--- config.mk ---
export PLATFORM = sky130hd
export DESIGN_NAME = io_interrupt_router_core_flat
export DESIGN_NICKNAME = d
export VERILOG_FILES = /design/src/hdl/iorc_pkg.sv /design/src/hdl/iorc_if.sv /design/src/hdl/io_interrupt_router_core.sv /design/src/hdl/iorc_front.sv /design/src/hdl/iorc_back.sv /design/src/flat_wrapper.sv
export VERILOG_INCLUDE_DIRS = /design/src /design/src/hdl
export SDC_FILE = /design/constraint.sdc
export NUM_CORES = 2
export LEC_CHECK = 0
export BUFFER_PORTS_ARGS = -buffer_cell sky130_fd_sc_hd__clkbuf_2
export CORE_ASPECT_RATIO = 0.9
export CORE_UTILIZATION = 50
export DETAILED_ROUTE_END_ITERATION = 8
export HOLD_SLACK_MARGIN = 0.08
export PLACE_DENSITY_LB_ADDON = 0.15
export SYNTH_ARGS = -nofsm -noshare
export SYNTH_HDL_FRONTEND = slang
export SYNTH_SLANG_ARGS = --single-unit
export TNS_END_PERCENT = 1
--- constraint.sdc ---
create_clock -name i_clk -period 8.8 [get_ports i_clk]
set_input_delay 0.88 -clock i_clk [delete_from_list [all_inputs] [get_ports i_clk]]
set_output_delay 0.88 -clock i_clk [all_outputs]
set_load 0.01 [all_outputs]
--- src/hdl/io_interrupt_router_core_assert.svh ---
// Assertion macros shared by the interrupt router RTL.
`ifndef IO_INTERRUPT_ROUTER_CORE_ASSERT_SVH
`define IO_INTERRUPT_ROUTER_CORE_ASSERT_SVH

// Same-cycle implication, gated off during reset.
`define IORC_ASSERT_IMPLY(lbl, clk, rst_n, ante, cons, msg) \
    lbl: assert property (@(posedge clk) disable iff (!rst_n) (ante) |-> (cons)) \
        else $error(msg);

// Next-cycle implication, gated off during reset.
`define IORC_ASSERT_NEXT(lbl, clk, rst_n, ante, cons, msg) \
    lbl: assert property (@(posedge clk) disable iff (!rst_n) (ante) |=> (cons)) \
        else $error(msg);

`endif

--- src/hdl/iorc_pkg.sv ---
// Types and constants of the I/O interrupt router.
`default_nettype none
package iorc_pkg;

    typedef enum logic [1:0] {
        CMD_READ  = 2'd0,
        CMD_WRITE = 2'd1,
        CMD_LINE  = 2'd2,
        CMD_EOI   = 2'd3
    } t_cmd;

    typedef enum logic [1:0] {
        KIND_DONE = 2'd0,
        KIND_MSG  = 2'd1,
        KIND_ACK  = 2'd2,
        KIND_MASK = 2'd3
    } t_kind;

    typedef enum logic [1:0] {
        ST_NONE   = 2'd0,
        ST_DELIV  = 2'd1,
        ST_COAL   = 2'd2,
        ST_MASKED = 2'd3
    } t_status;

    typedef enum logic [1:0] {
        SZ_NONE = 2'd0,
        SZ_BYTE = 2'd1,
        SZ_HALF = 2'd2,
        SZ_WORD = 2'd3
    } t_size;

    typedef enum logic [2:0] {
        S_IDLE,
        S_EXEC,
        S_WNOTE,
        S_SVC,
        S_EOI,
        S_DONE
    } t_state;

    localparam logic [7:0]  OFF_SELECT  = 8'h00;
    localparam logic [7:0]  OFF_WINDOW  = 8'h10;
    localparam logic [31:0] SEL_ID      = 32'd0;
    localparam logic [31:0] SEL_VERSION = 32'd1;
    localparam logic [31:0] SEL_ARB     = 32'd2;
    localparam logic [31:0] TABLE_BASE  = 32'h10;

    localparam int BIT_DEST_LOGICAL = 11;
    localparam int BIT_POLARITY     = 13;
    localparam int BIT_REMOTE       = 14;
    localparam int BIT_LEVEL        = 15;
    localparam int BIT_MASK         = 16;

    localparam logic [63:0] ENTRY_RESET = 64'h1 << BIT_MASK;

    typedef struct packed {
        logic [1:0]  command;
        logic [7:0]  reg_offset;
        logic [3:0]  access_bytes;
        logic [31:0] write_data;
        logic [4:0]  pin;
        logic        line_level;
        logic [7:0]  eoi_vector;
        logic        eoi_level_trig;
    } t_req;

    typedef struct packed {
        logic [1:0]  result_kind;
        logic [31:0] read_data;
        logic [1:0]  line_status;
        logic [7:0]  msg_dest;
        logic [7:0]  msg_vector;
        logic        msg_dest_logical;
        logic        msg_level_trig;
        logic [2:0]  msg_delivery_mode;
        logic [4:0]  note_pin;
        logic        note_masked;
        logic        last;
    } t_rsp;

    // Decoded request held in the queue between front and back.
    typedef struct packed {
        t_cmd        cmd;
        logic        off_sel;
        logic        off_win;
        t_size       size;
        logic [31:0] data;
        logic [4:0]  pin;
        logic        level;
        logic [7:0]  vector;
        logic        eoi_level;
    } t_job;

    typedef struct packed {
        logic [7:0] boot_cpu_id;
        logic [7:0] version_number;
    } t_cfg;

endpackage
`default_nettype wire

--- src/hdl/iorc_if.sv ---
// Request and response channel interfaces.
`default_nettype none
interface iorc_req_if;
    import iorc_pkg::*;
    logic valid;
    logic ready;
    t_req item;
    modport source (output valid, output item, input ready);
    modport sink   (input valid, input item, output ready);
endinterface

interface iorc_rsp_if;
    import iorc_pkg::*;
    logic valid;
    logic ready;
    t_rsp rsp;
    modport source (output valid, output rsp, input ready);
    modport sink   (input valid, input rsp, output ready);
endinterface
`default_nettype wire

--- src/hdl/io_interrupt_router_core.sv ---
// A read, select write or line change passes the idle, execute and done states in turn;
// a delivering line change adds the service state. An end of interrupt walks the table
// and redelivers where due. Only one request is executed at a time.
// A two-entry queue takes new requests while the executor or response register stalls.
// Reset (synchronous, active low): entries masked, pending lines, select and id cleared,
// boot id 0, version 17; no clearing pass, the block is ready the cycle after reset.
`default_nettype none
module io_interrupt_router_core #(
    parameter int PIN_COUNT = 24
) (
    input  wire        i_clk,
    input  wire        i_rst_n,
    input  wire        i_cfg_wr_en,
    input  wire [0:0]  i_cfg_index,
    input  wire [7:0]  i_cfg_wdata,
    iorc_req_if.sink   i_req,
    iorc_rsp_if.source o_rsp
);
    import iorc_pkg::*;

    `include "io_interrupt_router_core_assert.svh"

    localparam logic [0:0] CFG_BOOT_ID = 1'b0;
    localparam logic [0:0] CFG_VERSION = 1'b1;

    // Configuration registers: the user must write them only while the block is idle; not enforced here.
    t_cfg r_cfg;
    t_job job;
    logic job_valid;
    logic job_pop;

    always_ff @(posedge i_clk) begin
        if (!i_rst_n) begin
            r_cfg.boot_cpu_id    <= 8'd0;
            r_cfg.version_number <= 8'd17;
        end else if (i_cfg_wr_en) begin
            unique case (i_cfg_index)
                CFG_BOOT_ID: r_cfg.boot_cpu_id    <= i_cfg_wdata;
                CFG_VERSION: r_cfg.version_number <= i_cfg_wdata;
                default:     r_cfg                <= r_cfg;
            endcase
        end
    end

    // Front: decode each request and hold it in the queue.
    iorc_front u_front (
        .i_clk       (i_clk),
        .i_rst_n     (i_rst_n),
        .i_req       (i_req),
        .o_job       (job),
        .o_job_valid (job_valid),
        .i_job_pop   (job_pop)
    );

    // Back: run the request against the routing table, one result at a time.
    iorc_back #(
        .PIN_COUNT (PIN_COUNT)
    ) u_back (
        .i_clk       (i_clk),
        .i_rst_n     (i_rst_n),
        .i_cfg       (r_cfg),
        .i_job       (job),
        .i_job_valid (job_valid),
        .o_job_pop   (job_pop),
        .o_rsp       (o_rsp)
    );

    // Only the completion ends a request.
    `IORC_ASSERT_IMPLY(a_last_on_done, i_clk, i_rst_n,
        o_rsp.valid, (o_rsp.rsp.last == (o_rsp.rsp.result_kind == KIND_DONE)),
        "last flag disagrees with result kind")
    // Line status travels on completions only.
    `IORC_ASSERT_IMPLY(a_status_on_done, i_clk, i_rst_n,
        o_rsp.valid && o_rsp.rsp.result_kind != KIND_DONE, o_rsp.rsp.line_status == ST_NONE,
        "line status on a non-completion result")
    // Messages and notices name a pin of the table.
    `IORC_ASSERT_IMPLY(a_pin_range, i_clk, i_rst_n,
        o_rsp.valid && o_rsp.rsp.result_kind != KIND_DONE,
        o_rsp.rsp.note_pin < 5'(PIN_COUNT), "result names a pin outside the table")
    // An accepted request is visible to the executor next cycle.
    `IORC_ASSERT_NEXT(a_queue_fill, i_clk, i_rst_n,
        i_req.valid && i_req.ready, job_valid, "accepted request lost by the queue")
endmodule
`default_nettype wire

--- src/hdl/iorc_front.sv ---
// Request front end: decode and two-entry queue toward the executor.
`default_nettype none
module iorc_front (
    input  wire            i_clk,
    input  wire            i_rst_n,
    iorc_req_if.sink       i_req,
    output iorc_pkg::t_job o_job,
    output logic           o_job_valid,
    input  wire            i_job_pop
);
    import iorc_pkg::*;

    t_job       r_q [2];
    logic       r_wp;
    logic       r_rp;
    logic [1:0] r_cnt;
    t_job       dec;
    logic       push;

    always_comb begin
        dec.cmd       = t_cmd'(i_req.item.command);
        dec.off_sel   = (i_req.item.reg_offset == OFF_SELECT);
        dec.off_win   = (i_req.item.reg_offset == OFF_WINDOW);
        unique case (i_req.item.access_bytes)
            4'd1:       dec.size = SZ_BYTE;
            4'd2:       dec.size = SZ_HALF;
            4'd4, 4'd8: dec.size = SZ_WORD;
            default:    dec.size = SZ_NONE;
        endcase
        dec.data      = i_req.item.write_data;
        dec.pin       = i_req.item.pin;
        dec.level     = i_req.item.line_level;
        dec.vector    = i_req.item.eoi_vector;
        dec.eoi_level = i_req.item.eoi_level_trig;
    end

    assign i_req.ready = (r_cnt != 2'd2);
    assign push        = i_req.valid && i_req.ready;
    assign o_job_valid = (r_cnt != 2'd0);
    assign o_job       = r_q[r_rp];

    always_ff @(posedge i_clk) begin
        if (push) begin
            r_q[r_wp] <= dec;
        end
    end

    always_ff @(posedge i_clk) begin
        if (!i_rst_n) begin
            r_wp  <= 1'b0;
            r_rp  <= 1'b0;
            r_cnt <= 2'd0;
        end else begin
            if (push) begin
                r_wp <= ~r_wp;
            end
            if (i_job_pop) begin
                r_rp <= ~r_rp;
            end
            r_cnt <= r_cnt + 2'(push) - 2'(i_job_pop);
        end
    end
endmodule
`default_nettype wire

--- src/hdl/iorc_back.sv ---
// Executor: routing table, pin state, sequencer and response register.
`default_nettype none
module iorc_back #(
    parameter int PIN_COUNT = 24
) (
    input  wire            i_clk,
    input  wire            i_rst_n,
    input  iorc_pkg::t_cfg i_cfg,
    input  iorc_pkg::t_job i_job,
    input  wire            i_job_valid,
    output logic           o_job_pop,
    iorc_rsp_if.source     o_rsp
);
    import iorc_pkg::*;

    localparam int IW = (PIN_COUNT > 1) ? $clog2(PIN_COUNT) : 1;
    localparam logic [IW-1:0] LAST_IDX = IW'(PIN_COUNT - 1);
    localparam logic [7:0]    MAX_PIN  = 8'(PIN_COUNT - 1);

    t_state         r_state, n_state;
    logic [63:0]    r_tbl [PIN_COUNT];
    logic [PIN_COUNT-1:0] r_pend, n_pend;
    logic [31:0]    r_sel, n_sel;
    logic [3:0]     r_uid, n_uid;
    t_job           r_job, n_job;
    logic [IW-1:0]  r_idx, n_idx;
    logic           r_idx_ok, n_idx_ok;
    logic           r_eoi, n_eoi;
    logic           r_mchg, n_mchg;
    logic [31:0]    r_rd, n_rd;
    t_status        r_status, n_status;
    t_rsp           r_out, n_out;
    logic           r_out_valid;

    logic           emit;
    logic           can_emit;
    logic           tbl_we;
    logic [63:0]    tbl_wdata;
    logic [63:0]    ent;
    logic [63:0]    nent;
    logic [31:0]    sel_off;
    logic [31:0]    win;
    logic [31:0]    val;
    logic           active;
    logic           serve;
    logic           pend_bit;

    assign ent      = r_tbl[r_idx];
    assign pend_bit = r_pend[r_idx];
    assign can_emit = !r_out_valid || o_rsp.ready;
    assign sel_off  = r_sel - TABLE_BASE;

    always_comb begin
        n_state   = r_state;
        n_pend    = r_pend;
        n_sel     = r_sel;
        n_uid     = r_uid;
        n_job     = r_job;
        n_idx     = r_idx;
        n_idx_ok  = r_idx_ok;
        n_eoi     = r_eoi;
        n_mchg    = r_mchg;
        n_rd      = r_rd;
        n_status  = r_status;
        n_out     = '0;
        emit      = 1'b0;
        o_job_pop = 1'b0;
        tbl_we    = 1'b0;
        tbl_wdata = ent;
        nent      = ent;
        win       = '0;
        val       = '0;
        active    = 1'b0;
        serve     = 1'b0;

        unique case (r_state)
            S_IDLE: begin
                if (i_job_valid) begin
                    o_job_pop = 1'b1;
                    n_job     = i_job;
                    n_rd      = '0;
                    n_status  = ST_NONE;
                    n_mchg    = 1'b0;
                    n_eoi     = (i_job.cmd == CMD_EOI);
                    n_idx     = '0;
                    n_idx_ok  = 1'b0;
                    if (i_job.cmd == CMD_LINE) begin
                        n_idx_ok = (i_job.pin < 5'(PIN_COUNT));
                        if (n_idx_ok) begin
                            n_idx = i_job.pin[IW-1:0];
                        end
                    end else if (i_job.cmd != CMD_EOI) begin
                        n_idx_ok = (sel_off[31:1] < 31'(PIN_COUNT));
                        if (n_idx_ok) begin
                            n_idx = sel_off[IW:1];
                        end
                    end
                    n_state = (i_job.cmd == CMD_EOI) ? S_EOI : S_EXEC;
                end
            end

            S_EXEC: begin
                n_state = S_DONE;
                unique case (r_job.cmd)
                    CMD_READ: begin
                        if (r_sel == SEL_VERSION) begin
                            win = {8'h00, MAX_PIN, 8'h00, i_cfg.version_number};
                        end else if (r_sel == SEL_ID || r_sel == SEL_ARB) begin
                            win = {4'h0, r_uid, 24'h0};
                        end else if (r_idx_ok) begin
                            win = r_sel[0] ? ent[63:32] : ent[31:0];
                        end else begin
                            win = '1;
                        end
                        if (r_job.off_sel) begin
                            val = r_sel;
                        end else if (r_job.off_win) begin
                            val = win;
                        end
                        unique case (r_job.size)
                            SZ_BYTE: n_rd = {24'h0, val[7:0]};
                            SZ_HALF: n_rd = {16'h0, val[15:0]};
                            SZ_WORD: n_rd = val;
                            default: n_rd = '0;
                        endcase
                    end
                    CMD_WRITE: begin
                        if (r_job.size == SZ_WORD) begin
                            if (r_job.off_sel) begin
                                n_sel = r_job.data;
                            end else if (r_job.off_win) begin
                                if (r_sel == SEL_ID) begin
                                    n_uid = r_job.data[27:24];
                                end else if (r_sel != SEL_VERSION && r_sel != SEL_ARB
                                             && r_idx_ok) begin
                                    if (r_sel[0]) begin
                                        nent = {r_job.data, ent[31:0]};
                                    end else begin
                                        nent = {ent[63:32], r_job.data};
                                        nent[BIT_REMOTE] = 1'b0;
                                    end
                                    tbl_we    = 1'b1;
                                    tbl_wdata = nent;
                                    n_mchg    = (nent[BIT_MASK] != ent[BIT_MASK]);
                                    n_state   = S_WNOTE;
                                end
                            end
                        end
                    end
                    CMD_LINE: begin
                        if (r_idx_ok) begin
                            active = r_job.level ^ ent[BIT_POLARITY];
                            n_pend[r_idx] = active;
                            if (active) begin
                                serve = ent[BIT_LEVEL] ? !ent[BIT_REMOTE] : !pend_bit;
                                if (!serve) begin
                                    n_status = ST_COAL;
                                end else if (ent[BIT_MASK]) begin
                                    n_status = ST_MASKED;
                                end else begin
                                    n_status = ST_DELIV;
                                    n_state  = S_SVC;
                                end
                            end
                        end
                    end
                    default: n_state = S_DONE;
                endcase
            end

            S_WNOTE: begin
                if (!r_mchg || can_emit) begin
                    if (r_mchg) begin
                        emit              = 1'b1;
                        n_out.result_kind = KIND_MASK;
                        n_out.note_pin    = 5'(r_idx);
                        n_out.note_masked = ent[BIT_MASK];
                        n_mchg            = 1'b0;
                    end
                    if (ent[BIT_LEVEL] && pend_bit && !ent[BIT_MASK]) begin
                        n_state = S_SVC;
                    end else begin
                        n_state = S_DONE;
                    end
                end
            end

            S_SVC: begin
                if (can_emit) begin
                    emit                    = 1'b1;
                    n_out.result_kind       = KIND_MSG;
                    n_out.msg_dest          = (r_idx == '0) ? i_cfg.boot_cpu_id
                                                            : ent[63:56];
                    n_out.msg_vector        = ent[7:0];
                    n_out.msg_dest_logical  = (r_idx == '0) ? 1'b0
                                                            : ent[BIT_DEST_LOGICAL];
                    n_out.msg_level_trig    = ent[BIT_LEVEL];
                    n_out.msg_delivery_mode = ent[10:8];
                    n_out.note_pin          = 5'(r_idx);
                    if (ent[BIT_LEVEL]) begin
                        tbl_we    = 1'b1;
                        tbl_wdata = ent | (64'h1 << BIT_REMOTE);
                    end
                    if (!r_eoi) begin
                        n_state = S_DONE;
                    end else if (r_idx == LAST_IDX) begin
                        n_state = S_DONE;
                    end else begin
                        n_idx   = r_idx + 1'b1;
                        n_state = S_EOI;
                    end
                end
            end

            S_EOI: begin
                if (ent[7:0] != r_job.vector || can_emit) begin
                    if (ent[7:0] == r_job.vector) begin
                        emit              = 1'b1;
                        n_out.result_kind = KIND_ACK;
                        n_out.note_pin    = 5'(r_idx);
                    end
                    if (ent[7:0] == r_job.vector && r_job.eoi_level
                        && ent[BIT_LEVEL]) begin
                        tbl_we    = 1'b1;
                        tbl_wdata = ent & ~(64'h1 << BIT_REMOTE);
                        serve     = !ent[BIT_MASK] && pend_bit;
                    end
                    if (serve) begin
                        n_state = S_SVC;
                    end else if (r_idx == LAST_IDX) begin
                        n_state = S_DONE;
                    end else begin
                        n_idx = r_idx + 1'b1;
                    end
                end
            end

            S_DONE: begin
                if (can_emit) begin
                    emit              = 1'b1;
                    n_out.result_kind = KIND_DONE;
                    n_out.read_data   = r_rd;
                    n_out.line_status = r_status;
                    n_out.last        = 1'b1;
                    n_state           = S_IDLE;
                end
            end

            default: n_state = S_IDLE;
        endcase
    end

    always_ff @(posedge i_clk) begin
        if (!i_rst_n) begin
            for (int k = 0; k < PIN_COUNT; k++) begin
                r_tbl[k] <= ENTRY_RESET;
            end
        end else if (tbl_we) begin
            r_tbl[r_idx] <= tbl_wdata;
        end
    end

    always_ff @(posedge i_clk) begin
        if (!i_rst_n) begin
            r_state     <= S_IDLE;
            r_pend      <= '0;
            r_sel       <= '0;
            r_uid       <= '0;
            r_idx       <= '0;
            r_idx_ok    <= 1'b0;
            r_eoi       <= 1'b0;
            r_mchg      <= 1'b0;
            r_out_valid <= 1'b0;
        end else begin
            r_state  <= n_state;
            r_pend   <= n_pend;
            r_sel    <= n_sel;
            r_uid    <= n_uid;
            r_idx    <= n_idx;
            r_idx_ok <= n_idx_ok;
            r_eoi    <= n_eoi;
            r_mchg   <= n_mchg;
            if (emit) begin
                r_out_valid <= 1'b1;
            end else if (o_rsp.ready) begin
                r_out_valid <= 1'b0;
            end
        end
    end

    always_ff @(posedge i_clk) begin
        r_job    <= n_job;
        r_rd     <= n_rd;
        r_status <= n_status;
        if (emit) begin
            r_out <= n_out;
        end
    end

    assign o_rsp.valid = r_out_valid;
    assign o_rsp.rsp   = r_out;
endmodule
`default_nettype wire

--- src/flat_wrapper.sv ---
// flat-port wrapper written by rule: the top's interface ports become plain ports
module io_interrupt_router_core_flat import iorc_pkg::*;
#(
    parameter int PIN_COUNT = 24
)
  (i_clk, i_rst_n, i_cfg_wr_en, i_cfg_index, i_cfg_wdata, i_req_valid, i_req_item, i_req_ready, o_rsp_valid, o_rsp_rsp, o_rsp_ready);
  iorc_req_if i_req_i ();
  iorc_rsp_if o_rsp_i ();
  input  wire i_clk;
  input  wire i_rst_n;
  input  wire i_cfg_wr_en;
  input  wire [0:0] i_cfg_index;
  input  wire [7:0] i_cfg_wdata;
  input wire logic [$bits(i_req_i.valid)-1:0] i_req_valid;
  input wire logic [$bits(i_req_i.item)-1:0] i_req_item;
  output wire logic [$bits(i_req_i.ready)-1:0] i_req_ready;
  output wire logic [$bits(o_rsp_i.valid)-1:0] o_rsp_valid;
  output wire logic [$bits(o_rsp_i.rsp)-1:0] o_rsp_rsp;
  input wire logic [$bits(o_rsp_i.ready)-1:0] o_rsp_ready;
  assign i_req_i.valid = i_req_valid;
  assign i_req_i.item = i_req_item;
  assign i_req_ready = i_req_i.ready;
  assign o_rsp_valid = o_rsp_i.valid;
  assign o_rsp_rsp = o_rsp_i.rsp;
  assign o_rsp_i.ready = o_rsp_ready;
  io_interrupt_router_core #(.PIN_COUNT(PIN_COUNT)) u_core (.i_clk(i_clk), .i_rst_n(i_rst_n), .i_cfg_wr_en(i_cfg_wr_en), .i_cfg_index(i_cfg_index), .i_cfg_wdata(i_cfg_wdata), .i_req(i_req_i), .o_rsp(o_rsp_i));
endmodule
# Word level (Yosys, flattened, before mapping)
# Memory sizes are Yosys's and may differ from the RTL's. A register that Yosys moved wholly into a read port is not among the register bits.
# Cells that the tools add are included.
dict set report word_totals {
  ram_bits 1642
  out_inout_bits 66
  regBits 238
  wordCells 280
  in_bits 75
  mem_count 2
}
# name depth word_bits rd rd_ports_with_merged_regs wr line
set memory_table {}
lappend memory_table {u_core.u_back.r_tbl 24 64 1 1 24 iorc_back.sv:21} ;# logic [63:0] r_tbl [PIN_COUNT];
lappend memory_table {u_core.u_front.r_q 2 53 1 1 1 iorc_front.sv:13} ;# t_job r_q [2];
dict set report classes {
  eq_ne 45
  mux 137
  order_cmp 4
  n_reduce_logical 46
  addsub 4
  bitwise_logic 7
}
# cell n
set ops {}
lappend ops {{64-bit two-way mux} 15}
lappend ops {{32-bit two-way mux} 8}
lappend ops {{64-bit one-hot mux with 3 select lines} 1}
lappend ops {{32-bit one-hot mux with 3 select lines} 1}
lappend ops {{5-bit two-way mux} 16}
lappend ops {{32-bit one-hot mux with 2 select lines} 1}
lappend ops {{64-bit OR reduction} 1}
lappend ops {{3-bit two-way mux} 19}
lappend ops {{1-bit two-way mux} 46}
lappend ops {{32-bit by 1-bit == test with 1-bit output, second input constant} 1}
lappend ops {{32-bit by 2-bit == test with 1-bit output, second input constant} 1}
lappend ops {{32-bit zero test} 1}
lappend ops {{16-bit two-way mux} 2}
lappend ops {{2-bit inequality test, second input constant} 16}
lappend ops {{32-bit by 1-bit inequality test with 1-bit output, second input constant} 1}
lappend ops {{32-bit by 2-bit inequality test with 1-bit output, second input constant} 1}
lappend ops {{32-bit by 5-bit subtractor with 32-bit output, second input constant} 1}
lappend ops {{31-bit by 5-bit less-than comparator with 1-bit output, second input constant} 1}
lappend ops {{15-bit two-way mux} 2}
lappend ops {{5-bit one-hot mux with 3 select lines} 2}
lappend ops {{24-bit bitwise mux} 1}
lappend ops {{2-bit two-way mux} 10}
lappend ops {{3-bit one-hot mux with 6 select lines} 1}
lappend ops {{6-bit AND reduction} 3}
lappend ops {{other kinds (49)} 91}

# Depth between registers and ports, before layout
dict set report depth {
  ltp_word 18
  ltp_mapped 18
  depth_no_buf 12
}

# Hierarchy
# Synthesis repeated with hierarchy kept, for this count alone.
dict set report hier_totals {
  cells_unflattened 6457
  hier_area_um2 101112.0
}
# module area_per_inst_um2 n_inst seq_area_each_um2 cells_per_inst
set modules_own_cells {}
lappend modules_own_cells {iorc_back 96281.1 1 67424.7 6187}
lappend modules_own_cells {iorc_front 4177.8 1 3283.1 206}
lappend modules_own_cells {io_interrupt_router_core 653.1 1 320.3 64}

# Worst setup path before layout
# Ideal clock, no wire load.
dict set report synth_timing {
  path_type {register to register}
  startpoint {register with a tool-made name}
  endpoint {memory u_core.u_back.r_tbl[27][0], enable pin}
  slack_ns 2.731
  stages_incl_launch_ff 14
  t_required_ns 8.313
  setup_time_ns 0.487
  path_buffers 3
  period_less_slack_ns 6.069
  arrival_ns 5.582
  path_cell_list {dfxtp_1 -> buf_6 -> mux4_2 -> mux2_2 -> a211o_1 -> a21bo_2 -> o22ai_1 -> a211oi_2 -> nand4b_4 -> o32ai_2 -> buf_4 -> buf_6 -> nand2_1 -> nor2_1}
}
# element line
set synth_lines {}
lappend synth_lines {{end: declaration} iorc_back.sv:21}

==> impl_metrics.ini <==
[worst_hold_path]
holdPathEnd = u_core.u_front.r_q[0][10]
worstHoldStart = i_req_item[10]
hold_path_class = input port to flip-flop
min_path_cells = 1

[place]
dp_hpwl_um = 186000
place_congestion = 0.952
port_buffers = 140
dp_slack_ns = 2.04

[final_layout]
fill_cells = 15800
synthToLayoutAreaGrowth_pct = 11.4
regArea_sq_mm = 0.0710
layout.nets = 6538
multi_input_area_sq_mm = 0.0279
drive_gt1_share_pct = 22.0

[route]
totalWireLength_um = 306000
drtIter0Drc = 8734
dr_total_vias = 59200
ant_nets = 0
drc = 0
drt_first_pass_iters = 6
avgRoutedWirePerCell_um = 32.8
routed_via_density = 6.34

[critical_path]
cp.required_ns = 9.31
rrSetupSlack_ns = 1.96
worstPathCellList = buf_12 -> mux4_2 -> mux4_2 -> xor2_1 -> nor2_1 -> a41o_1 -> nand4b_4 -> o32ai_4 -> buf_4 -> nand3_4 -> nand2_4 -> buf_4
crit_buf_inv = 3
cp_max_fo = 79
end_kind = flip-flop
reg2reg_depth = 12
cp.arrival_ns = 7.35
crit_path_start_kind = flip-flop
cp_top_family = simple AND/OR/NAND/NOR gates
timing.rr.end = u_core.u_back.r_tbl[1][63]
setup.worst_path.class = flip-flop to flip-flop
crit_slowest_cell = dfxtp_4
cpPeakStageDelay_ns = 0.82

[run_status]
status = finished clean

[clock_network]
post_cts_buffers = 0
cts_tree = built
clock_sinks = 2398
cts_hold_buffers = 0
htree_levels = 4
cts_resized = 0
clockRootBuffer = clkbuf_16
cts_buffer_depth = 3
clk_latency_ns = 0.87
cts_buffers = 230
clkSlewWorstSetupHoldPaths_ns = 0.06

[power]
comb_power_share_pct = 32.2
p_per_area_mw_per_mm2 = 320
p_switching_mw = 13.2
swShare_pct = 36.7
p_leak_nw = 38.4
p_clk_share_pct = 27.7
seq_power_share_pct = 40.1
internal_power_mw = 22.8
ir_drop_v = 0.000198

[timing]
finalSetupTns_ns = 0
setup_violations = 0
slew-limit-headroom_pct = 9.71
clock_skew_ns = 0.0475
worst_slack_ns = 1.96
fmax_mhz = 146
rsz0062_at_grt = no
worst_slew_pin_slew_ns = 1.33
min_period_over_period_pct = 77.8
period_minus_slack_ns = 6.84
slew_viol_final = 0
hold_violations = 0

[grt]
grt_pass1_vias = 57400
top_usage_layer = met1
use_met2_pct = 44.6
met3_usage_pct = 5.88
grt_util_met1_pct = 45.0
grt_max_degree = 94
overflow = 0
grt_pass1_wl_um = 433000
antenna_found_initial = 13
grt.total_usage_pct = 30.2

[synthesis]
yosys_most_used_dff = edfxtp_1
synth_area_sq_mm = 0.101
synth_seq_cells = 2398
synth_seq_area_share_pct = 70.3
yosysWarnings = 0
ys_types = 73
synth_edf_count = 2300
synth_cells = 6433
ys_async_sr_fraction_pct = 0
syn_nets = 6519
synth_area_per_cell_sq_um = 15.7

[floorplanning]
boundaryPins = 141
die_area_sq_mm = 0.204
start_util_pct = 50.3
coreArea_sq_mm = 0.201
die_x_um = 476
row_count = 156
die_h_um = 428

[flow_run]
maxCapViolations = 0
[logic make-up (layout without fill, tap and decap cells)]
kind of cell / after synthesis / in the layout / synth area share [%]
compound gates: 387 / 387 / 2.34
xor+xnor: 22 / 22 / 0.191
fa+ha+maj: 11 / 11 / 0.136
buf+inv: 639 / 856 / 2.97
flops: 2398 / 2398 / 70.3
mux: 812 / 812 / 15.4
other cells: 0 / 6 / 0
simple gates: 2164 / 2164 / 8.65
[sequential cells by signal, summed over array words and instances (netlist names), 2 cells and up, named ones only]
signal,cells
u_core.u_back.r_pend,24
u_core.u_back.r_state,3
u_core.u_back.r_tbl,2048
u_core.u_back.r_status,2
u_core.u_back.r_idx,5
u_core.r_cfg,16
u_core.u_back.r_job,48
u_core.u_front.r_cnt,2
u_core.u_back.r_uid,4
u_core.u_back.r_rd,32
u_core.u_back.r_sel,32
u_core.u_back.o_rsp.rsp,64
u_core.u_front.r_q,106
[through the flow]
step	instance area, sq um	utilization [%]	cells	power, mW	hold WS (ns)
final	112000	56.0	9342	36.0	0.202
after global routing	112000	56.0	9337	37.0	0.159
after CTS	112000	56.0	9334	36.0	0.147
after detailed placement	105000	52.3	8904	26.1	0.451
after global placement	105000	52.3	8904	26.0	0.452
after floorplan	101000	-	6433	21.3	0.436
[placed cells by master, fill, tap and decap left out, types with 86 or more instances in the layout]
master	n
a21oi_1	124
buf_4	182
clkbuf_16	230
clkbuf_2	139
dfxtp_1	93
edfxtp_1	2300
inv_1	86
mux2i_1	144
mux4_2	583
nand2_1	237
nor2_1	1627
[worst register-to-register path, delay by kind of cell (launching register included)]
family	cells	cell delay [ns]
flops	1	0.82
buf+inv	3	1.68
mux	2	1.27
xor+xnor	1	0.17
compound gates	2	0.50
simple gates	4	2.01
[synth_stat cells (4+ instances only)]
cell | number | area share (%)
buf_6 | 34 | 0.38
nor4_1 | 12 | 0.074
nand3_2 | 4 | 0.040
or3_1 | 29 | 0.18
clkinv_1 | 4 | 0.015
xnor2_1 | 9 | 0.078
o21ai_0 | 64 | 0.32
edfxtp_1 | 2300 | 68
o211ai_1 | 6 | 0.045
nand4_1 | 8 | 0.050
inv_1 | 87 | 0.32
nor3_1 | 20 | 0.099
nand2b_1 | 37 | 0.23
nand3_1 | 61 | 0.30
a21oi_1 | 130 | 0.64
buf_4 | 10 | 0.074
or2_2 | 4 | 0.025
a221oi_1 | 9 | 0.078
dfxtp_1 | 98 | 1.9
a211oi_1 | 19 | 0.14
o221ai_1 | 4 | 0.035
xor2_1 | 13 | 0.11
nand3b_1 | 4 | 0.030
nand2_1 | 261 | 0.97
and3_1 | 15 | 0.093
a31oi_1 | 7 | 0.043
buf_2 | 243 | 1.2
nor2_1 | 1635 | 6.1
nor2b_1 | 18 | 0.11
and2_1 | 50 | 0.31
mux2_2 | 77 | 0.86
a22oi_1 | 21 | 0.16
clkbuf_1 | 218 | 0.81
a22o_1 | 9 | 0.078
mux2i_1 | 151 | 1.5
o21ai_1 | 50 | 0.25
o22ai_1 | 20 | 0.12
mux4_2 | 583 | 13
ha_1 | 11 | 0.14
a21o_1 | 7 | 0.052
buf_1 | 42 | 0.16
[power groups by stage]
stage                     clock [mW]  combinational, mW  sequential, mW
after detailed placement           0               11.4            14.7
after CTS                       10.1               11.5            14.4
final                           9.98               11.6            14.4
after global routing            10.5               12.0            14.5
after floorplan                    0               7.01            14.3
after global placement             0               11.3            14.6
[per-layer routing]
| metal | vias to the layer above | wire [um] |
|---|---|---|
| li1 | 24100 | - |
| met1 | 31200 | 125000 |
| met2 | 3497 | 139000 |
| met3 | 456 | 31500 |
| met4 | 0 | 11200 |
| met5 | - | 0 |
[worst max path at each step]
stage                     depth (start not counted)                     endpoint  slack, ns
final                                            12   u_core.u_back.r_tbl[1][63]       1.96
after global routing                             12  u_core.u_back.r_tbl[14][29]       1.76
after CTS                                        13   u_core.u_back.r_tbl[9][59]       2.01
after detailed placement                         13   u_core.u_back.r_tbl[9][61]       2.04
after global placement                           12   u_core.u_back.r_tbl[1][63]       2.11
after floorplan                                  13   u_core.u_back.r_tbl[27][0]       2.73
[area by class of cell]
class | instances | area share, %
multi-input cells | 3396 | 24.8
diodes | 6 | 0.0134
well taps | 2686 | 2.99
inverters | 92 | 0.316
clock buffers | 277 | 5.29
repair buffers | 334 | 2.04
clock inverters | 153 | 1.39
flip-flops and latches | 2398 | 63.2
(Power assumes the default switching activity.)
